### src/pqe_ram.sv
`default_nettype none
module pqe_ram #(
   parameter int  WIDTH = 16,
   parameter int  DEPTH = 256,
   localparam int AW    = $clog2(DEPTH)
) (
   input  wire logic             clock,
   input  wire logic             we,
   input  wire logic [AW-1:0]    waddr,
   input  wire logic [WIDTH-1:0] wdata,
   input  wire logic             re,
   input  wire logic [AW-1:0]    raddr,
   output logic      [WIDTH-1:0] rdata
);

   logic [WIDTH-1:0] mem_ff [DEPTH];
   logic [WIDTH-1:0] rdata_ff;

   // Write port and registered read port
   always_ff @(posedge clock) begin
      if (we) begin
         mem_ff[waddr] <= wdata;
      end
      if (re) begin
         rdata_ff <= mem_ff[raddr];
      end
   end

   assign rdata = rdata_ff;

endmodule
`default_nettype wire

### config.mk
export PLATFORM = sky130hd
export DESIGN_NAME = pqe_ram
export DESIGN_NICKNAME = d
export VERILOG_FILES = /design/src/pqe_ram.sv
export SDC_FILE = /design/constraint.sdc
export NUM_CORES = 2
export LEC_CHECK = 0
export ABC_AREA = 1
export BUFFER_PORTS_ARGS = -buffer_cell sky130_fd_sc_hd__buf_2
export CELL_PAD_IN_SITES_DETAIL_PLACEMENT = 1
export CELL_PAD_IN_SITES_GLOBAL_PLACEMENT = 1
export CORE_UTILIZATION = 47
export DETAILED_ROUTE_END_ITERATION = 7
export PLACE_DENSITY_LB_ADDON = 0.1
export SETUP_SLACK_MARGIN = 0.5
export SLEW_MARGIN = 10
export SYNTH_ARGS = -nofsm -noshare
export SYNTH_HDL_FRONTEND = slang
export SYNTH_SLANG_ARGS = --single-unit
### constraint.sdc
create_clock -name clock -period 2.1 [get_ports clock]
set_input_delay 0.21 -clock clock [delete_from_list [all_inputs] [get_ports clock]]
set_output_delay 0.21 -clock clock [all_outputs]
set_load 0.02 [all_outputs]
== After elaboration in Yosys (flattened, before gate mapping) ==
Memory sizes are Yosys's and may differ from the RTL's. A register that Yosys moved wholly into a read port is not among the register bits.
Index checks and enable logic that the tools add are counted.
Operators by class
  muxes and demuxes: 2
Operators by type and width (number)
  $mux W1: 2
Storage, ports and cells
  register bits: 0
  RAM bits: 4096
  input bits: 35
  output and inout bits: 16
  logic and storage cells: 3
  memories kept: 1
Memories
  mem_ff: depth 256, width 16, read ports 1, clocked after memory_dff 1, wr ports 1, RTL line 16  | logic [WIDTH-1:0] mem_ff [DEPTH];

== Logic depth before layout (Yosys ltp) ==
  depth in word-level cells: 2
  depth in mapped cells: 15
  depth with buffers taken out: 11

== Least setup slack after synthesis ==
OpenSTA, ideal clock, no wires.
  kind: input-to-reg
  from: in we
  to: mem mem_ff[164][0] (enable)
  data arrival time: 1662 ps
  data required time: 1712 ps
  slack: 50 ps
  cell stages on the path: 4
  buffers on the path: 2
  path through: clkbuf_1 -> nand3_1 -> clkbuf_1 -> nor2_1
On the way
  cells in the longest elaborated chain, start to end: 2
RTL lines
  from (decl): RTL line 8  | input wire logic we,
  $mux W1: RTL line 21  | if (we) begin
  $mux W1 (implied by the code): RTL line 22  | mem_ff[waddr] <= wdata;
  to (decl): RTL line 16
Every way passes these cells.

== Final worst setup path ==
  from: reg rdata_ff[4] (netlist: rdata[4]) (read register of mem_ff)
  to: out rdata[4]
RTL lines
  from (decl): RTL line 17  | logic [WIDTH-1:0] rdata_ff;
  to (decl): RTL line 13  | output logic [WIDTH-1:0] rdata
No word-level cell between the ends.

==> out/qor.yml <==
status: "complete, but fails checks"
violations: "design-rule violations, negative setup slack"
post-route-util_pct: 57.7
h-tree-depth: 5
grt_usage_pct: 32.0
io_buffer_count: 50
hold_viol: 0
rows: 217
grt_pass1_wl_um: 831000
final.min_clock_period_ns: 2.12
synth-async-reset-ratio_pct: 0
worst-slew-pin-transition_ns: 1.28
cp_num_cells: 1
finalSetupTns_ns: -0.0230
via_per_inst: 6.02
die_y_um: 596
timing.rr.start: "mem_ff[78][3]"
final_max_slew_viol_count: 0
cts_sinks: 4112
synth_edf_count: 4112
power.total_mw: 180
arrival_ns: 1.91
crit_end: "rdata[4]"
min_period_over_period_pct: 101
clk_pin_slew_worst_paths_ns: 0.06
cp-end-kind: "primary output"
maxCapViolCount: 0
dp_hpwl_um: 358000
ir_drop_uv: 751
netlist_area_mm2: 0.166
clock_latency_ns: 1.00
postRouteWirelength_um: 576000
setup_viol: 1
cp.required_ns: 1.89
area_growth_pct: 21.8
clock_path_buffers: 4
die-area_mm2: 0.355
hold_ws_ns: 0.150
dr.pass1.iters: 8
syn_inst: 13600
rsz0062_at_grt: "true"
max_freq_mhz: 471
dp_slack_ns: -1.01
cp-start-kind: "flop"
post-route-drc-count: 2
vias: 116000
overflow: 0
power_density_mw_per_mm2: 893
r2r_end: "rdata[3]"
core_mm2: 0.350
cp_slowest_cell: "edfxtp_1"
maxSlewHeadroom_pct: 14.4
avgSynthCellArea_um2: 12.2
p_leak_nw: 71.5
crit_path_start: "rdata[4]"
critPathKind: "flop to primary output"
placed_cell_area_mm2: 0.182
reg2regPathDepth: 12
die_w_um: 596
skew_ns: 0.0470
grt_max_degree: 92
antenna_found_initial: 30
dp_cells: 18500
synth_cell_type_count: 14
gp_congestion: 0.888
ioPinCount: 51
crit_family: "flip-flops"
ys_warn_count: 0
drive_gt1_share_pct: 18.9
final_cell_mix: "nand2_1 (4,130), edfxtp_1 (4,112), nand3_1 (3,233), nand3_2 (636), buf_4 (595)"
fin_area_mm2: 0.202
ant_nets: 0
cts_tree: "built"
final_nets: 14400
cts_buffers: 432
clock-root-buffer: "clkbuf_16"
ys_ff_latch: 4112
final_cell_count_no_fill: 19300
setup_ws_ns: -0.0230
regToRegSetupSlack_ns: 0.09
slowest_delay_ns: 0.74
cp_num_buf_inv: 1
grt_pass1_vias: 119000
dr.first_iter.drc_count: 12400
hold_path_class: "input port to flop"
holdPathStages: 6
synth_flop_cell: "edfxtp_1"
initial_utilization_pct: 47.4
avgRoutedWirePerCell_um: 29.8
synth_nets: 13700
ys_seq_area_share_pct: 74.4
layout_commonest_cell: "nand2_1"
cp_max_fo: 1
worstPathCellList: "buf_6"
[power breakdown]
part | switching (mW) | leakage [nW] | internal (mW) | total [mW]
Combinational | 10.1 | 27.8 | 4.32 | 14.4
Clock | 32.3 | 6.69 | 43.0 | 75.3
Sequential | 0.159 | 37.0 | 90.5 | 90.7
[final cells by class]
class / count / area (um^2)
clock inverter: 262 / 2350
multi-input combinational: 8529 / 43000
inverter: 39 / 209
sequential: 4112 / 123000
antenna: 12 / 30.0
timing repair buffer: 1228 / 15900
fill: 34200 / 148000
clock buffer: 529 / 11300
tap: 4599 / 5750
[how the worst min path moves through the flow]
stage | startpoint | end | slack (ns)
after CTS | waddr[7] | mem_ff[115][8] | 0.08
after floorplan | wdata[0] | mem_ff[0][0] | 0.31
after detailed placement | wdata[2] | mem_ff[94][2] | 0.54
final | waddr[7] | mem_ff[115][8] | 0.15
after global routing | wdata[2] | mem_ff[95][2] | 0.16
after global placement | wdata[2] | mem_ff[95][2] | 0.54
[worst reg2reg max path, stage by stage (launching register included)]
cell and delay, ns:
edfxtp_1 0.38, nand2_1 0.08, nand3_1 0.07, nand3_1 0.12
nand3_2 0.15, nand3_2 0.11, nand3_1 0.11, buf_4 0.19
nand3_1 0.09, buf_6 0.15, nand2_1 0.13, nand2_4 0.13
nand2_1 0.08
[routing by layer]
layer | track usage (%) | vias up | part of all wire [%]
met5 | 0 | - | 0.0092
met1 | 44.3 | 60600 | 41
met3 | 4.65 | 856 | 7.5
li1 | - | 50200 | -
met4 | 13.5 | 8 | 4.6
met2 | 50.8 | 4545 | 47
[cells in the mapped netlist (2+ instances only)]
| cell | count | area [um^2] |
|---|---|---|
| nand2_1 | 4211 | 15800 |
| edfxtp_1 | 4112 | 123000 |
| nand3_1 | 4035 | 20200 |
| buf_2 | 495 | 2480 |
| nor2_1 | 283 | 1060 |
| buf_4 | 163 | 1220 |
| clkbuf_1 | 154 | 578 |
| buf_1 | 70 | 263 |
| buf_6 | 53 | 597 |
| inv_1 | 35 | 131 |
| inv_2 | 2 | 7.51 |
| inv_4 | 2 | 12.5 |
[logic make-up (layout without fill, tap and decap cells)]
group,Yosys count,count (layout),share of synthesized area [%]
other,0,12,0
buffers and inverters,976,2058,3.21
DFF,4112,4112,74.4
and+or+nand+nor,8529,8529,22.3
[timing repair]
item	CTS	global route
setup buffers	0	11
hold buffers	19	0
pin swaps	209	270
cloned	0	1
endpoints found under the hold margin	3353	0
resized for setup	722	431
endpoints found under the setup margin	32	32
[state kept, by name, indices dropped and copies added (netlist names)]
signal and cells:
rdata 16, mem_ff 4096
Power figures use the tool's default switching activity.
