## src/pqe_pkg.sv

```systemverilog
`default_nettype none
package pqe_pkg;

   // Field and storage sizes
   localparam int ELEM_W         = 16;
   localparam int ADDR_W         = 16;
   localparam int OP_W           = 2;
   localparam int MAX_CHUNKS     = 32;
   localparam int MAX_SUB_DIM    = 8;
   localparam int CENTROID_COUNT = 256;
   localparam int CODE_W         = $clog2(CENTROID_COUNT);
   localparam int CHUNK_W        = $clog2(MAX_CHUNKS);
   localparam int POS_W          = $clog2(MAX_SUB_DIM);
   localparam int CB_DEPTH       = MAX_CHUNKS * CENTROID_COUNT * MAX_SUB_DIM;
   localparam int CT_DEPTH       = MAX_CHUNKS * MAX_SUB_DIM;
   localparam int CT_AW          = $clog2(CT_DEPTH);
   localparam int SUB_W          = ELEM_W + 1;
   localparam int DIFF_W         = ELEM_W + 2;
   localparam int SQ_W           = 2 * DIFF_W;
   localparam int DIST_W         = 40;

   // Configuration registers
   localparam int NC_W       = 6;
   localparam int CD_W       = 4;
   localparam int CSR_DW     = 32;
   localparam int CSR_AW     = 4;
   localparam int CSR_IDX_W  = CSR_AW - 2;
   localparam logic [NC_W-1:0] NC_RESET = 6'd8;
   localparam logic [CD_W-1:0] CD_RESET = 4'd4;

   typedef enum logic [CSR_IDX_W-1:0] {
      CSR_NUM_CHUNKS = 2'd0,
      CSR_SUB_DIM    = 2'd1,
      CSR_ZERO_MEAN  = 2'd2
   } csr_index_type;

   typedef enum logic [OP_W-1:0] {
      OP_LOAD_CODEBOOK = 2'd0,
      OP_LOAD_CENTER   = 2'd1,
      OP_ENCODE        = 2'd2
   } op_type;

   typedef enum logic [2:0] {
      ST_IDLE,
      ST_ELEM,
      ST_SCAN,
      ST_DRAIN,
      ST_EMIT
   } state_type;

   // Effective (clamped) configuration
   typedef struct packed {
      logic [NC_W-1:0] nc_eff;
      logic [CD_W-1:0] cd_eff;
      logic            zero_mean;
   } cfg_type;

   // One codebook read issued to the distance datapath
   typedef struct packed {
      logic              valid;
      logic              first;
      logic              last;
      logic [POS_W-1:0]  j;
      logic [CODE_W-1:0] c;
   } step_type;

   // Outcome of a centroid scan
   typedef struct packed {
      logic              done;
      logic [CODE_W-1:0] code;
      logic [DIST_W-1:0] best;
   } result_type;

endpackage
`default_nettype wire

```

## src/pqe_dist.sv

```systemverilog
`default_nettype none
module pqe_dist import pqe_pkg::*; (
   input  wire logic                     clock,
   input  wire logic                     reset,
   input  wire step_type                 step,
   input  wire logic [ELEM_W-1:0]        cb_rdata,
   input  wire logic                     sub_we,
   input  wire logic [POS_W-1:0]         sub_idx,
   input  wire logic signed [SUB_W-1:0]  sub_data,
   output result_type                    res
);

   logic signed [SUB_W-1:0]  sub_ff [MAX_SUB_DIM];
   step_type                 tag1_ff, tag2_ff, tag3_ff;
   logic signed [DIFF_W-1:0] diff_ff, diff_in;
   logic [SQ_W-1:0]          sq_ff, sq_in;
   logic [DIST_W-1:0]        acc_ff, acc_in;
   logic [DIST_W-1:0]        best_ff, best_in;
   logic [CODE_W-1:0]        code_ff, code_in;
   logic                     done_ff, done_in;
   logic signed [SUB_W-1:0]  sub_sel;
   logic [DIST_W-1:0]        sum;
   logic                     take;

   // Hold the sub-vector of the current chunk
   always_ff @(posedge clock) begin
      if (sub_we) begin
         sub_ff[sub_idx] <= sub_data;
      end
   end

   // Stage 1: difference against the codebook word
   assign sub_sel = sub_ff[tag1_ff.j];
   assign diff_in = {sub_sel[SUB_W-1], sub_sel}
                  - {{(DIFF_W-ELEM_W){cb_rdata[ELEM_W-1]}}, cb_rdata};

   // Stage 2: square
   assign sq_in = SQ_W'(diff_ff * diff_ff);

   // Stage 3: accumulate and keep the nearest centroid, lowest index on ties
   assign sum     = (tag3_ff.first ? '0 : acc_ff) + DIST_W'(sq_ff);
   assign acc_in  = tag3_ff.valid ? sum : acc_ff;
   assign take    = tag3_ff.valid && tag3_ff.last
                    && ((tag3_ff.c == '0) || (sum < best_ff));
   assign best_in = take ? sum : best_ff;
   assign code_in = take ? tag3_ff.c : code_ff;
   assign done_in = tag3_ff.valid && tag3_ff.last
                    && (tag3_ff.c == CODE_W'(CENTROID_COUNT - 1));

   always_ff @(posedge clock) begin
      if (reset) begin
         tag1_ff <= '0;
         tag2_ff <= '0;
         tag3_ff <= '0;
         done_ff <= 1'b0;
      end else begin
         tag1_ff <= step;
         tag2_ff <= tag1_ff;
         tag3_ff <= tag2_ff;
         done_ff <= done_in;
      end
   end

   always_ff @(posedge clock) begin
      diff_ff <= diff_in;
      sq_ff   <= sq_in;
      acc_ff  <= acc_in;
      best_ff <= best_in;
      code_ff <= code_in;
   end

   assign res.done = done_ff;
   assign res.code = code_ff;
   assign res.best = best_ff;

endmodule
`default_nettype wire
```

## config.mk

```make
export PLATFORM = sky130hd
export DESIGN_NAME = pqe_dist
export DESIGN_NICKNAME = d
export VERILOG_FILES = /design/src/pqe_pkg.sv /design/src/pqe_dist.sv
export SDC_FILE = /design/constraint.sdc
export NUM_CORES = 1
export LEC_CHECK = 0
export BUFFER_PORTS_ARGS = -buffer_cell sky130_fd_sc_hd__buf_2
export CORE_MARGIN = 2
export CORE_UTILIZATION = 40
export DETAILED_ROUTE_END_ITERATION = 6
export HOLD_SLACK_MARGIN = 0.05
export PLACE_DENSITY = 0.53
export SLEW_MARGIN = 0
export SYNTH_ARGS = -nofsm -noshare
export SYNTH_HDL_FRONTEND = slang
export SYNTH_SLANG_ARGS = --single-unit
export TNS_END_PERCENT = 1
```

## constraint.sdc

```tcl
create_clock -name clock -period 14.3 [get_ports clock]
set_clock_uncertainty 0.15 [all_clocks]
set_input_delay 0.715 -clock clock [delete_from_list [all_inputs] [get_ports clock]]
set_output_delay 0.715 -clock clock [all_outputs]
set_load 0.1 [all_outputs]
```

# Word level (Yosys, flattened, before mapping)
# Memory sizes are Yosys's and may differ from the RTL's. A register that Yosys moved wholly into a read port is not among the register bits.
# Index checks and enable logic that the tools add are counted.
# W data, S select, Z words.
[totals] register_bits=176 mem_bits_rw=136 out_inout_bits=49 n_memories=1 in_bits=53
[mem_list] name="sub_ff" words=8 width=17 read_ports=1 rd_ports_with_merged_regs=1 write_ports=1 line="pqe_dist.sv:13" rtl="logic signed [SUB_W-1:0] sub_ff [MAX_SUB_DIM];"
[classes] mux=4 n_mul=1 eq_ne=1 add_sub_neg=2 order_cmp=1 n_reduce_logical=5
[ops] operator="$add A40 B36 Y40" count=1
[ops] operator="$lt A40 B40 Y1" count=1
[ops] operator="$mux W40" count=1
[ops] operator="$mul A18 B18 Y36" count=1
[ops] operator="$sub A17 B16 Y18" count=1
[ops] operator="$eq A8 B8 Y1 const B" count=1
[ops] operator="$logic_not A8 Y1" count=1
[ops] operator="$logic_and A1 B1 Y1" count=3
[ops] operator="$mux W3" count=1
[ops] operator="$mux W1" count=2
[ops] operator="$logic_or A1 B1 Y1" count=1

# Logic depth before layout (Yosys ltp)
[logic_depth] depth_word=5 ltp_mapped=27 ltp_nobuf=25

# Worst setup path after synthesis
# Ideal clock, no wire load.
[synth_timing] path_kind="reg2reg" from="register tag3_ff[12] (netlist name)" to="register best_ff[0] (enable)" setup_time_ns=0.469 stages_incl_launch_ff=25 path_buffers=1 required_ns=13.681 t_arrival_ns=6.663 synth_period_minus_slack_ns=7.282 setup_slack_ns=7.018 cell_sequence="dfxtp_1 > clkbuf_1 > nor2b_1 > ha_1 > ha_1 > a21o_1 > and4_1 > o32a_1 > a21o_1 > a21oi_1 > o21bai_1 > a21oi_1 > o21bai_1 > a21oi_1 > xnor2_1 > ha_1 > nand2_1 > nor4_1 > a2111oi_0 > o21ai_0 > a21oi_1 > nor2_1 > nor4b_1 > o21ai_0 > a21oi_1"
[synth_between] elab_chain_len=5
[synth_lines] element="start: declaration" line="pqe_dist.sv:14" rtl="step_type tag1_ff, tag2_ff, tag3_ff;"
[synth_lines] element="start signal: assignment" line="pqe_dist.sv:59" rtl="tag3_ff <= tag2_ff;"
[synth_lines] element="$mux W40" line="pqe_dist.sv:41" rtl="assign sum = (tag3_ff.first ? '0 : acc_ff) + DIST_W'(sq_ff);"
[synth_lines] element="$add A40 B36 Y40" line="pqe_dist.sv:41"
[synth_lines] element="via sum[16]" line="pqe_dist.sv:22" rtl="logic [DIST_W-1:0] sum;"
[synth_lines] element="$lt A40 B40 Y1" line="pqe_dist.sv:44" rtl="&& ((tag3_ff.c == '0) || (sum < best_ff));"
[synth_lines] element="$logic_or A1 B1 Y1" line="pqe_dist.sv:44"
[synth_lines] element="$logic_and A1 B1 Y1" line="pqe_dist.sv:44"
[synth_lines] element="via take" line="pqe_dist.sv:23" rtl="logic take;"
[synth_lines] element="end signal: assignment" line="pqe_dist.sv:68" rtl="best_ff <= best_in;"
[synth_lines] element="end: declaration" line="pqe_dist.sv:18" rtl="logic [DIST_W-1:0] best_ff, best_in;"
# The timed path passes the listed nets, and every way through them passes these cells.
# A chain may end at the register's enable or synchronous reset.

# Worst setup path in the final report
[layout_timing] from="register diff_ff[6]" to="register sq_ff[34]"
[layout_between] elab_chain_len=1
[layout_lines] element="start: declaration" line="pqe_dist.sv:15" rtl="logic signed [DIFF_W-1:0] diff_ff, diff_in;"
[layout_lines] element="start signal: assignment" line="pqe_dist.sv:65" rtl="diff_ff <= diff_in;"
[layout_lines] element="$mul A18 B18 Y36" line="pqe_dist.sv:38" rtl="assign sq_in = SQ_W'(diff_ff * diff_ff);"
[layout_lines] element="via sq_in[34]" line="pqe_dist.sv:16" rtl="logic [SQ_W-1:0] sq_ff, sq_in;"
[layout_lines] element="end signal: assignment" line="pqe_dist.sv:66" rtl="sq_ff <= sq_in;"
[layout_lines] element="end: declaration" line="pqe_dist.sv:16"
# The timed path passes the listed nets, and every way through them passes these cells.

==> flow_summary.json <==
{
  "run_status": "complete, no violations",
  "final_layout_size_suffix_gt1_frac": 0.107,
  "place_congestion": 0.871,
  "overflow": 0,
  "grt_setup_unrepaired": "false",
  "max_slew_margin": 0.372,
  "multiInputGateArea_mm2": 0.0142,
  "synth_edf_count": 224,
  "cts-root-buf": "clkbuf_16",
  "fmax_ghz": 0.138,
  "slowest_stage": "dfxtp_1",
  "cts_resized": 0,
  "crit_chain": "nand2_1 > fa_1 > inv_1 > fa_1 > inv_1 > fa_1 > inv_1 > fa_1 > fa_1 > inv_1 > fa_1 > inv_1 > ha_1 > and3_1 > or3b_2 > a211oi_1 > o41ai_1 > a21oi_1 > o21a_1 > nor2_1 > xnor2_1",
  "crit_path_end_kind": "flip-flop",
  "ys_ff_latch": 314,
  "cp.required_ps": 14590,
  "cts_hold_buf": 0,
  "port_buffers": 101,
  "start_util": 0.403,
  "hold_viol": 0,
  "ant_nets": 0,
  "drtIter0Drc": 672,
  "fp-row-count": 91,
  "post-route-util": 0.446,
  "ys.flop_type": "edfxtp_1",
  "syn_nets": 2767,
  "crit_top_cell": "fa_1",
  "dr.pass1.iters": 5,
  "synth-async-reset-ratio": 0,
  "synth_compound_area_frac": 0.0661,
  "crit_type": "flip-flop to flip-flop",
  "grt_usage": 0.176,
  "routed_wl_um": 53300,
  "clock_latency_ps": 550,
  "fillCellCount": 5841,
  "final_cell_area_mm2": 0.0274,
  "cp-start-kind": "flip-flop",
  "vias": 15381,
  "dpl.hpwl_um": 41500,
  "crit_arrival_ps": 7530,
  "syn_inst": 2225,
  "seq_area_frac_synth": 0.345,
  "synth_xor_area_frac": 0.0297,
  "core_region_area_mm2": 0.0615,
  "setup_viol": 0,
  "seqCellArea_mm2": 0.00853,
  "die-area_mm2": 0.0639,
  "cap_viol_max_count": 0,
  "synth_area_mm2": 0.0248,
  "synthSimpleGateAreaFrac": 0.0978,
  "die_y_um": 253,
  "synth_cell_types": 68,
  "post_synth.cell_area_avg_um2": 11.1,
  "drc": 0,
  "htree_levels": 2,
  "tightest_slew_ps": 939,
  "synth_fa_ha_area_frac": 0.337,
  "worstPathMaxFanout": 21,
  "cts_tree": "done",
  "slowest_delay_ps": 900,
  "post-cts-setup-buffers": 0,
  "fp.dieW_um": 253,
  "cts.sinks": 314,
  "wire_per_inst_um": 16.9,
  "nNetsFinal": 2873,
  "grt_max_degree": 44,
  "grt_pass1_wl_um": 87600,
  "ios": 102,
  "area_growth_pct": 10.8,
  "synth_top_family_by_area": "adder cells",
  "postPlaceCellArea_mm2": 0.0262,
  "drv_slew": 0,
  "tns_ps": 0,
  "antenna_found_initial": 5,
  "fin_crit_sh": 0.507,
  "cts_buffers": 37,
  "vias_per_cell": 4.88,
  "path_clk_slew_ps": 60,
  "hold_path_class": "input pin to flip-flop",
  "synth_mux_area_frac": 0.0407,
  "fin_crit_ps": 7250,
  "yosys_warnings": 0,
  "grt_pass1_vias": 16644,
  "clk_path_buf_depth": 3
}
## kinds of logic after synthesis
kind of cell    after synthesis
compound gates              244
mux                          56
xor+xnor                     84
buf+inv                     555
fa+ha+maj                   489
flops                       314
simple gates                483
## synthesized netlist by cell type (all sizes together) (41+ instances only)
| cell | number | area, um2 |
|---|---|---|
| nand2 | 152 | 571 |
| fa | 296 | 5930 |
| dfxtp | 90 | 1800 |
| a21oi | 70 | 354 |
| nor2b | 89 | 557 |
| ha | 193 | 2410 |
| a21o | 41 | 308 |
| xnor2 | 61 | 534 |
| o21ai | 43 | 215 |
| edfxtp | 224 | 6730 |
| nor2 | 75 | 282 |
| and2 | 52 | 325 |
| inv | 500 | 1880 |
| clkbuf | 49 | 184 |
## cell type report
| type | count | area share |
|---|---|---|
| antenna | 1 | 0.0000912 |
| clock buffer | 55 | 0.0393 |
| clock inverter | 13 | 0.00433 |
| inverter | 500 | 0.0684 |
| multi-input combinational | 1356 | 0.517 |
| sequential | 314 | 0.311 |
| tap | 790 | 0.0360 |
| timing repair buffer | 122 | 0.0242 |
## final timing paths
path | start | to | slack, ps | cells after the start
worst max-delay path | diff_ff[6] | sq_ff[34] | 7050 | 21
worst min-delay path | step[5] | tag1_ff[5] | 220 | 2
worst max register to register | diff_ff[6] | sq_ff[34] | 7050 | 21
worst min register to register | tag1_ff[1] | tag2_ff[1] | 290 | 1
## layer usage
metal / wire (um) / global-route usage / part of all wire
met5: 13 / 0 / 0.00024
met4: 1120 / 0.0436 / 0.021
met3: 1780 / 0.0250 / 0.033
met2: 27200 / 0.314 / 0.51
met1: 23200 / 0.223 / 0.43
## placed cells by master (no fill, tap or decap), types with 16 or more instances in the layout
master / count
a21o_1: 41
a21oi_1: 68
and2_1: 52
buf_2: 101
buf_4: 21
clkbuf_16: 39
dfxtp_1: 88
edfxtp_1: 224
fa_1: 296
ha_1: 193
inv_1: 500
mux2_2: 16
mux4_2: 34
nand2_1: 152
nand2b_1: 20
nand3_1: 24
nor2_1: 75
nor2b_1: 89
nor3_1: 21
o21ai_0: 41
xnor2_1: 61
xor2_1: 23
## registers in the layout, summed over array words and instances, names as in the netlist, named ones only
| signal | flops |
|---|---|
| acc_ff | 40 |
| best_ff | 40 |
| code_ff | 8 |
| diff_ff | 18 |
| done_ff | 1 |
| sq_ff | 35 |
| sub_ff | 136 |
| tag1_ff | 11 |
| tag2_ff | 11 |
| tag3_ff | 11 |
## worst max-delay path: cells and delay by family (launching register included)
family,cells,cell delay [ps]
buffers and inverters,5,360
AOI/OAI and AO/OA,4,900
adders and majority gates,7,3630
DFF,1,900
and+or+nand+nor,4,1050
xor gates and xnor gates,1,120
## per-stage QoR
step | setup slack [ps] | std cells | hold slack, ps
2_1_floorplan | 7020 | 2225 | 262
3_3_place_gp | 7170 | 3082 | 267
3_5_place_dp | 7060 | 3082 | 276
4_1_cts | 7030 | 3150 | 185
5_1_grt | 6640 | 3150 | 206
6_report | 7050 | 3151 | 220
Power is not shown: default switching activity piles up to over one toggle a cycle in this logic, so the estimate is an artifact.
