<file path="src/pqe_pkg.sv">
`default_nettype none
package pqe_pkg;

   // Field and storage sizes
   localparam int ELEM_W         = 16;
   localparam int ADDR_W         = 16;
   localparam int OP_W           = 2;
   localparam int MAX_CHUNKS     = 32;
   localparam int MAX_SUB_DIM    = 8;
   localparam int CENTROID_COUNT = 256;
   localparam int CODE_W         = $clog2(CENTROID_COUNT);
   localparam int CHUNK_W        = $clog2(MAX_CHUNKS);
   localparam int POS_W          = $clog2(MAX_SUB_DIM);
   localparam int CB_DEPTH       = MAX_CHUNKS * CENTROID_COUNT * MAX_SUB_DIM;
   localparam int CT_DEPTH       = MAX_CHUNKS * MAX_SUB_DIM;
   localparam int CT_AW          = $clog2(CT_DEPTH);
   localparam int SUB_W          = ELEM_W + 1;
   localparam int DIFF_W         = ELEM_W + 2;
   localparam int SQ_W           = 2 * DIFF_W;
   localparam int DIST_W         = 40;

   // Configuration registers
   localparam int NC_W       = 6;
   localparam int CD_W       = 4;
   localparam int CSR_DW     = 32;
   localparam int CSR_AW     = 4;
   localparam int CSR_IDX_W  = CSR_AW - 2;
   localparam logic [NC_W-1:0] NC_RESET = 6'd8;
   localparam logic [CD_W-1:0] CD_RESET = 4'd4;

   typedef enum logic [CSR_IDX_W-1:0] {
      CSR_NUM_CHUNKS = 2'd0,
      CSR_SUB_DIM    = 2'd1,
      CSR_ZERO_MEAN  = 2'd2
   } csr_index_type;

   typedef enum logic [OP_W-1:0] {
      OP_LOAD_CODEBOOK = 2'd0,
      OP_LOAD_CENTER   = 2'd1,
      OP_ENCODE        = 2'd2
   } op_type;

   typedef enum logic [2:0] {
      ST_IDLE,
      ST_ELEM,
      ST_SCAN,
      ST_DRAIN,
      ST_EMIT
   } state_type;

   // Effective (clamped) configuration
   typedef struct packed {
      logic [NC_W-1:0] nc_eff;
      logic [CD_W-1:0] cd_eff;
      logic            zero_mean;
   } cfg_type;

   // One codebook read issued to the distance datapath
   typedef struct packed {
      logic              valid;
      logic              first;
      logic              last;
      logic [POS_W-1:0]  j;
      logic [CODE_W-1:0] c;
   } step_type;

   // Outcome of a centroid scan
   typedef struct packed {
      logic              done;
      logic [CODE_W-1:0] code;
      logic [DIST_W-1:0] best;
   } result_type;

endpackage
`default_nettype wire

</file>
<file path="src/pqe_csr.sv">
`default_nettype none
module pqe_csr import pqe_pkg::*; (
   input  wire logic              clock,
   input  wire logic              reset,
   input  wire logic              psel,
   input  wire logic              penable,
   input  wire logic              pwrite,
   input  wire logic [CSR_AW-1:0] paddr,
   input  wire logic [CSR_DW-1:0] pwdata,
   output logic      [CSR_DW-1:0] prdata,
   output logic                   pready,
   output cfg_type                cfg
);

   logic [NC_W-1:0]      num_chunks_ff, num_chunks_in;
   logic [CD_W-1:0]      sub_dim_ff, sub_dim_in;
   logic                 zero_mean_ff, zero_mean_in;
   logic                 wr;
   logic [CSR_IDX_W-1:0] idx;

   assign pready = 1'b1;
   assign wr     = psel && penable && pwrite;
   assign idx    = paddr[CSR_AW-1:2];

   // Decode writes
   always_comb begin
      num_chunks_in = num_chunks_ff;
      sub_dim_in    = sub_dim_ff;
      zero_mean_in  = zero_mean_ff;
      if (wr) begin
         case (idx)
            CSR_NUM_CHUNKS: num_chunks_in = pwdata[NC_W-1:0];
            CSR_SUB_DIM:    sub_dim_in    = pwdata[CD_W-1:0];
            CSR_ZERO_MEAN:  zero_mean_in  = pwdata[0];
            default: begin
            end
         endcase
      end
   end

   always_ff @(posedge clock) begin
      if (reset) begin
         num_chunks_ff <= NC_RESET;
         sub_dim_ff    <= CD_RESET;
         zero_mean_ff  <= 1'b0;
      end else begin
         num_chunks_ff <= num_chunks_in;
         sub_dim_ff    <= sub_dim_in;
         zero_mean_ff  <= zero_mean_in;
      end
   end

   // Read back the raw values
   always_comb begin
      case (idx)
         CSR_NUM_CHUNKS: prdata = CSR_DW'(num_chunks_ff);
         CSR_SUB_DIM:    prdata = CSR_DW'(sub_dim_ff);
         CSR_ZERO_MEAN:  prdata = CSR_DW'(zero_mean_ff);
         default:        prdata = '0;
      endcase
   end

   // Clamp to the supported ranges
   always_comb begin
      if (num_chunks_ff == '0) begin
         cfg.nc_eff = NC_W'(1);
      end else if (num_chunks_ff > NC_W'(MAX_CHUNKS)) begin
         cfg.nc_eff = NC_W'(MAX_CHUNKS);
      end else begin
         cfg.nc_eff = num_chunks_ff;
      end
      if (sub_dim_ff == '0) begin
         cfg.cd_eff = CD_W'(1);
      end else if (sub_dim_ff > CD_W'(MAX_SUB_DIM)) begin
         cfg.cd_eff = CD_W'(MAX_SUB_DIM);
      end else begin
         cfg.cd_eff = sub_dim_ff;
      end
      cfg.zero_mean = zero_mean_ff;
   end

endmodule
`default_nettype wire

</file>
<file path="config.mk">
export PLATFORM = sky130hd
export DESIGN_NAME = pqe_csr
export DESIGN_NICKNAME = d
export VERILOG_FILES = /design/src/pqe_pkg.sv /design/src/pqe_csr.sv
export SDC_FILE = /design/constraint.sdc
export NUM_CORES = 1
export LEC_CHECK = 0
export ABC_AREA = 1
export BUFFER_PORTS_ARGS = -buffer_cell sky130_fd_sc_hd__buf_2
export CAP_MARGIN = 20
export CORE_MARGIN = 1.5
export CORE_UTILIZATION = 37
export CTS_BUF_LIST = sky130_fd_sc_hd__clkbuf_4 sky130_fd_sc_hd__clkbuf_8
export DETAILED_ROUTE_END_ITERATION = 10
export HOLD_SLACK_MARGIN = 0.05
export PLACE_DENSITY_LB_ADDON = 0.05
export SLEW_MARGIN = 40
export SYNTH_ARGS = -nofsm -noshare
export SYNTH_HDL_FRONTEND = slang
export SYNTH_SLANG_ARGS = --single-unit
</file>
<file path="constraint.sdc">
create_clock -name clock -period 0.8 [get_ports clock]
set_input_delay 0.08 -clock clock [delete_from_list [all_inputs] [get_ports clock]]
set_output_delay 0.08 -clock clock [all_outputs]
set_load 0.02 [all_outputs]
</file>
=== Yosys cells after proc, flatten, opt, wreduce, memory -nomap -nowiden ===
Index checks and enable logic that the tools add are counted.

* $add $sub $neg: 0
* $mul: 0
* Div/mod/pow operators: 0
* Magnitude comparators: 2
* Equal/unequal tests: 2
* Shifts and indexed selects: 0
* Multiplexer cells: 5
* Bitwise logic cells: 0
* Reductions and logical operators: 8

{| class="wikitable"
|+ Operator list
! cell !! number
|-
| 6-bit one-hot mux with 3 select lines || 1
|-
| 6-bit 2-to-1 mux || 2
|-
| 4-bit 2-to-1 mux || 2
|-
| 6-bit greater-than comparator (second input constant) || 1
|-
| 6-bit zero test || 1
|-
| 2-bit AND reduction || 3
|-
| 4-bit greater-than comparator (second input constant) || 1
|-
| 4-bit zero test || 1
|-
| 2-bit by 1-bit == test with 1-bit output (second input constant) || 1
|-
| 2-bit == test (second input constant) || 1
|-
| 1-bit logical AND || 2
|-
| 2-bit zero test || 1
|}

* Register bits after elaboration: 11
* Latch bits: 0
* Bits in writable memories: 0
* Memory bits (read-only): 0
* Bits of input ports: 41
* Output and inout bits: 44
* Word-level logic and storage cells: 20
* Memories kept: 0

=== Logic depth before layout (Yosys ltp) ===
Gate-level depths: netlist (run 1).

* Word-level depth: 3
* Mapped depth: 5
* Mapped depth without buffers: 5

=== Worst setup path before layout (run 1) ===
OpenSTA, ideal clock, no wires.

* Kind: reg-to-output
* Start point: register num_chunks_ff[0]
* End point: output cfg[5] in the netlist's numbering
* Arrival time: 968 ps
* Data required time: 720 ps
* Slack: -248 ps
* Cell stages (with the launch flop): 4
* Path through: dfxtp_1 nor2_1 nand3_1 o21ai_0

{| class="wikitable"
|+ RTL lines
! what !! RTL line !! source
|-
| start: declaration || pqe_csr.sv:15 || <nowiki>logic [NC_W-1:0] num_chunks_ff, num_chunks_in;</nowiki>
|-
| start signal: assignment || pqe_csr.sv:47 || <nowiki>num_chunks_ff <= num_chunks_in;</nowiki>
|-
| end: declaration || pqe_csr.sv:12 || <nowiki>output cfg_type cfg</nowiki>
|}

==> summary.md, run 1 <==
| Metric | Value |
|---|---|
| Clock latency on the worst-skew pair | `0.27 ns` |
| Vias in the first global route | `823` |
| Slowest CP cell | `dfxtp_2` |
| Seq/Total Area, Yosys | `25.5%` |
| Via density | `4.26` |
| Detail Route Antenna Nets | `0` |
| Critical path arrival | `1.13 ns` |
| Synth unique cells | `16` |
| Routed WL | `2.04 mm` |
| Initial DRC Count | `9` |
| HP Class | `primary input to flip-flop` |
| Drt wl/cell | `9.75 µm` |
| Fin. max-slew vios | `0` |
| Lkg Pwr | `0.651 nW` |
| Crit-path max FO | `2` |
| CTS H-tree lvls | `1` |
| Port Buffers | `29` |
| Worst vdd ir | `628 µV` |
| Area grow syn2layout | `55.8%` |
| Clock root buffer | `clkbuf_4` |
| Die W | `51.3 µm` |
| Crit-path cells | `nor2_4, nand3_2, nand2_2, inv_2, nor2_4, buf_6` |
| Register Area | `236 µm²` |
| Seq cells post-synth | `11` |
| DRT Pass-1 Iters | `4` |
| Final period util | `152%` |
| YS warnings | `0` |
| PnR worst setup slack | `-0.415 ns` |
| Core Box Area | `0.00221 mm²` |
| # fillers | `239` |
| Worst setup EP type | `primary output` |
| Minimum clock period | `1.21 ns` |
| Clock slew at the register clock pins of the worst setup and hold paths | `0.08 ns` |
| Die Y | `51.3 µm` |
| Initial Util | `39.0%` |
| Remaining global-route overflow | `0` |
| Worst Setup Path Type | `flip-flop to primary output` |
| Crit path launch type | `flip-flop` |
| Setup_tns | `-4.67 ns` |
| Diode count | `0` |
| Multi-input gate area | `561 µm²` |
| Power, Total | `1.44 mW` |
| RSZ-0062 raised after global routing | `true` |
| Fmax | `0.823 GHz` |
| I/O pin cnt | `85` |
| Clk_skew | `0 ns` |
| Die ar. | `0.00263 mm²` |
| Max-cap viol count | `0` |
| RD Place Congestion | `0.738` |
| R2R Setup Slk | `-0.02 ns` |
| CTS Buffer Depth | `2` |
| First-pass GRT wire length | `3.21 mm` |
| Final Setup Violations | `18` |
| Final Hold Vio Count | `0` |
| GRT Resource Usage Total | `16.2%` |
| DRC | `0` |
| Critical path's most frequent cell | `nor2_4` |
| Status | `finished, violations left` |
| Avg Inst Size Synth | `6.21 µm²` |
| Pin count of the biggest net entering global routing | `12` |
| CP peak stage delay | `0.34 ns` |
| Mapped Cells | `139` |
| Crit path required time | `0.72 ns` |
| Cell Area, Synth | `863 µm²` |
| Failing checks | `negative setup slack` |
| Power per standard cell area | `1070 mW/mm²` |
| Post-DP HPWL | `1.52 mm` |
| Initial antenna violation count | `0` |
| Sink count of the clock tree | `11` |
| Num rows | `17` |
| Vias | `890` |
| Layout cells sized above 1 | `51.4%` |
| Fin nets | `223` |
| CTS tree | `built` |
| CTS buffer count | `3` |
[path summary, 6_finish.rpt]
path / start / to / depth (start not counted)
worst max-delay path: num_chunks_ff[0] / cfg[6] / 6
worst min-delay path: pwdata[4] / num_chunks_ff[4] / 5
worst max register to register: num_chunks_ff[3] / num_chunks_ff[3] / 4
worst min register to register: sub_dim_ff[0] / sub_dim_ff[0] / 2
[cell type report]
cell class                      count  area share (%)
Clock buffer                        4            2.23
Inverter                           19            6.23
Multi-Input combinational cell    103            41.7
Sequential cell                    11            17.6
Tap cell                           28            2.60
Timing Repair Buffer               44            29.7
[registers in the layout, summed over array words and instances, names as in the netlist]
register       count
sub_dim_ff         4
num_chunks_ff      6
zero_mean_ff       1
[logic make-up after synthesis]
group / after synthesis / synth area share [%]
AO/OA/AOI/OAI: 10 / 6.38
other: 2 / 0.870
buffers and inverters: 50 / 33.9
AND/OR/NAND/NOR: 66 / 33.3
flip-flops: 11 / 25.5
[critical path: cells and delay by family (launching register included)]
family / cells / cell delay [ns]
DFF: 1 / 0.34
buffers and inverters: 2 / 0.17
and+or+nand+nor: 4 / 0.34
[what timing repair did]
item / in CTS / in global routing
pin swaps: 11 / 6
hold endpoints to repair: 2 / 0
buffers inserted: 1 / 2
resized for setup: 56 / 23
setup endpoints to repair: 17 / 19
hold buffers: 2 / 0
[cells in the mapped netlist]
| cell type | instances | area [µm²] |
|---|---|---|
| a21oi_1 | 3 | 15.0 |
| buf_4 | 28 | 210 |
| clkbuf_1 | 3 | 11.3 |
| conb_1 | 2 | 7.51 |
| dfxtp_1 | 11 | 220 |
| inv_1 | 17 | 63.8 |
| inv_2 | 2 | 7.51 |
| nand2_1 | 18 | 67.6 |
| nand2_2 | 2 | 12.5 |
| nand3_1 | 14 | 70.1 |
| nor2_1 | 29 | 109 |
| nor2_2 | 1 | 6.26 |
| nor2_4 | 2 | 22.5 |
| o211ai_1 | 1 | 7.51 |
| o21ai_0 | 4 | 20.0 |
| o22ai_1 | 2 | 12.5 |
[per-layer routing]
layer,track usage [%],vias up,routed length [µm]
met5,0,-,0
met4,7.89,0,45
met3,2.63,5,101
met2,31.2,35,1080
met1,16.6,397,807
li1,-,453,-
[stage by stage]
| step | util (%) | area, µm² | setup slack (ns) | instances | hold WS (ns) |
|---|---|---|---|---|---|
| 2_1_floorplan | - | 1010 | -0.0912 | 164 | 0.206 |
| 3_3_place_gp | 48.4 | 1070 | -0.151 | 202 | 0.319 |
| 3_5_place_dp | 48.4 | 1070 | -0.176 | 202 | 0.320 |
| 4_1_cts | 57.5 | 1270 | -0.433 | 209 | 0.127 |
| 5_1_grt | 60.8 | 1350 | -0.514 | 209 | 0.143 |
| 6_report | 60.8 | 1350 | -0.415 | 209 | 0.121 |
[report_power, final]
group,switching [mW],internal [mW],leakage (nW)
sequential,0.0120,0.559,0.0928
clock,0.206,0.227,0.0184
combinational,0.285,0.150,0.540
[cells in the final DEF, fill, tap and decap left out, types with 6 or more instances in the layout]
cell      n
conb_1   27
inv_1     8
nor2_1   19
buf_6    19
inv_2     6
buf_2    11
dfxtp_2  10
nand3_1  12
nand2_1  15
buf_4    10
nor2_4    9
Note: power is estimated with default switching activity, not from simulation.
==> run 2, diff against run 1 <==
--- a/config.mk
+++ b/config.mk
@@ -19,2 +19,3 @@
 export SYNTH_HDL_FRONTEND = slang
 export SYNTH_SLANG_ARGS = --single-unit
+export TNS_END_PERCENT = 1
==> constraint.sdc (replaced) <==
create_clock -name clock -period 0.8 [get_ports clock]
set_input_delay 0 -clock clock [delete_from_list [all_inputs] [get_ports clock]]
set_output_delay 0 -clock clock [all_outputs]
set_load 0.02 [all_outputs]
==> summary.md, run 2 (synthesized netlist as in run 1, its figures left out) <==
| Metric | Value |
|---|---|
| Worst vdd ir | `792 µV (+26%)` |
| Register Area | `239 µm² (+1.1%)` |
| Fin cells | `202 (-3.3%)` |
| CTS Buffer Depth | `2 (unchanged)` |
| Power, Total | `1.36 mW (-5.5%)` |
| Die ar. | `0.00263 mm² (unchanged)` |
| # fillers | `239 (unchanged)` |
| Family with the most delay on the worst path | `simple AND/OR/NAND/NOR gates` |
| Area grow syn2layout | `33.2%` |
| CTS H-tree lvls | `1 (unchanged)` |
| Crit path required time | `0.80 ns (+0.08 ns)` |
| Sink count of the clock tree | `11 (unchanged)` |
| R2R Path End | `num_chunks_ff[3]` |
| GRT Resource Usage Total | `14.7% (-1.4 points)` |
| Worst Setup Path Type | `flip-flop to primary output` |
| Top reg by flops | `num_chunks_ff` |
| Initial antenna violation count | `0 (unchanged)` |
| Worst Setup SP | `num_chunks_ff[3]` |
| Setup crit end | `cfg[6]` |
| I/O pin cnt | `85 (unchanged)` |
| Stages on the worst setup path | `6 (unchanged)` |
| Remaining global-route overflow | `0 (unchanged)` |
| Final Setup Violations | `14 (-4)` |
| PnR worst setup slack | `-0.357 ns (+0.0573 ns)` |
| Fin. max-slew vios | `0 (unchanged)` |
| Vias | `867 (-2.6%)` |
| Multi-input gate area | `479 µm² (-15%)` |
| Num rows | `17 (unchanged)` |
| First-pass GRT wire length | `2.96 mm (-7.7%)` |
| Post-Place Cells | `194 (-4.0%)` |
| CP peak stage delay | `0.33 ns (about the same)` |
| CP bufs+invs | `2 (unchanged)` |
| Detail Route Antenna Nets | `0 (unchanged)` |
| DRC | `0 (unchanged)` |
| Failing checks | `negative setup slack` |
| Final period util | `145% (-7.2 points)` |
| Clock root buffer | `clkbuf_4` |
| CTS tree | `built` |
| Initial Util | `39.0% (unchanged)` |
| Slowest CP cell | `dfxtp_2` |
| Power per standard cell area | `1180 mW/mm² (+11%)` |
| Cell area after layout | `0.00115 mm² (-15%)` |
| Final Hold Vio Count | `0 (unchanged)` |
| R2R depth | `3 (-1)` |
| Crit-path cells | `nor2_1, nand3_1, nand2_1, inv_2, nor2_2, buf_4` |
| Clock latency on the worst-skew pair | `0.26 ns (about the same)` |
| Fin nets | `216 (-3.1%)` |
| Status | `finished, violations left` |
| Initial DRC Count | `11 (+2)` |
| Most frequent cells in the layout | `conb_1 (27), nor2_1 (24), nand2_1 (17)` |
| Crit-path max FO | `2 (unchanged)` |
| Port Buffers | `29 (unchanged)` |
| R2R Path Start | `num_chunks_ff[3]` |
| Max-cap viol count | `0 (unchanged)` |
| Largest register FFs | `6 (unchanged)` |
| Routed WL | `1.83 mm (-10%)` |
| RD Place Congestion | `0.744 (+0.87%)` |
| Setup_tns | `-2.83 ns (+1.84 ns)` |
| Post-DP Area | `946 µm² (-12%)` |
| Post-DP HPWL | `1.43 mm (-6.1%)` |
| R2R Setup Slk | `0.06 ns (+0.08 ns)` |
| Via density | `4.29 (+0.79%)` |
| Crit path launch type | `flip-flop` |
| Vias in the first global route | `677 (-18%)` |
| HP Class | `primary input to flip-flop` |
| Lkg Pwr | `0.589 nW (-9.6%)` |
| Post-Place Worst Slack | `-0.0475 ns (+0.128 ns)` |
| Pin count of the biggest net entering global routing | `12 (unchanged)` |
| Core Box Area | `0.00221 mm² (unchanged)` |
| Clk_skew | `0 ns (unchanged)` |
| Layout cells sized above 1 | `43.1% (-8.3 points)` |
| Final Util | `52.0% (-8.8 points)` |
| Fmax | `0.864 GHz (+5.0%)` |
| Commonest non-fill, non-tap cell in the layout | `conb_1` |
| CTS buffer count | `3 (unchanged)` |
| Worst setup EP type | `primary output` |
| DRT Pass-1 Iters | `4 (unchanged)` |
| Critical path arrival | `1.16 ns (+0.03 ns)` |
| Diode count | `0 (unchanged)` |
| Clock slew at the register clock pins of the worst setup and hold paths | `0.08 ns (about the same)` |
| Fin Hold WS | `0.0592 ns (-0.0613 ns)` |
| Minimum clock period | `1.16 ns (-0.0573 ns)` |
| Drt wl/cell | `9.07 µm (-6.9%)` |
| Die W | `51.3 µm (unchanged)` |
| RSZ-0062 raised after global routing | `true` |
| Die Y | `51.3 µm (unchanged)` |
| Largest regs | `num_chunks_ff x6, sub_dim_ff x4, zero_mean_ff x1` |
[run 2: changes by cell type in the layout (fill, tap and decap cells not counted), moves of 2 or more]
| cell | previous run | this run |
|---|---|---|
| buf_6 | 19 | 10 |
| nor2_4 | 9 | 2 |
| nor2_1 | 19 | 24 |
| buf_4 | 10 | 13 |
| inv_4 | 5 | 2 |
| inv_2 | 6 | 8 |
| nand2_1 | 15 | 17 |
| nand2_2 | 5 | 3 |
| nand3_1 | 12 | 14 |
| nand3_2 | 2 | 0 |
| nor2_2 | 4 | 6 |
[run 2: final cells by class]
cell class | instances | area share, %
multi-input cells | 103 | 41.7
well taps | 28 | 3.05
flip-flops and latches | 11 | 20.8
inverters | 19 | 6.64
clock buffers | 4 | 2.61
repair buffers | 37 | 25.2
[run 2: worst min path at each step]
stage                  endpoint  slack [ns]  depth (start not counted)       from
2_1_floorplan     sub_dim_ff[2]        0.13                          2  pwdata[2]
3_3_place_gp   num_chunks_ff[3]        0.24                          3  pwdata[3]
5_1_grt        num_chunks_ff[5]        0.06                          5  pwdata[5]
4_1_cts        num_chunks_ff[5]        0.06                          5  pwdata[5]
3_5_place_dp   num_chunks_ff[3]        0.25                          3  pwdata[3]
6_report       num_chunks_ff[4]        0.06                          5  pwdata[4]
[run 2: metal layers]
metal / global-route usage (%) / vias to the layer above / wire, µm
met1: 19.3 / 383 / 847
met4: 5.26 / 0 / 12
li1: - / 445 / -
met2: 24.2 / 37 / 862
met3: 2.63 / 2 / 109
met5: 0 / - / 0
[run 2: tightest hold or removal path, cell delays in order]
cell and delay (ns):
buf_2 0.07, inv_1 0.03, nand3_1 0.07, nand2_1 0.04, nor2_1 0.07
[run 2: repair_timing]
action                                 in CTS  in global routing
pin swaps                                   5                  8
buffers inserted                            0                  2
endpoints found under the hold margin       2                  0
hold buffers                                2                  0
setup endpoints to repair                  16                 17
gates resized for setup                    32                 29
[run 2: where the power goes]
part	leakage (nW)	switching, mW	total, mW	internal, mW
Clock	0.0184	0.186	0.413	0.227
Sequential	0.0931	0.0109	0.567	0.556
Combinational	0.477	0.263	0.380	0.117
Total	0.589	0.460	1.36	0.899
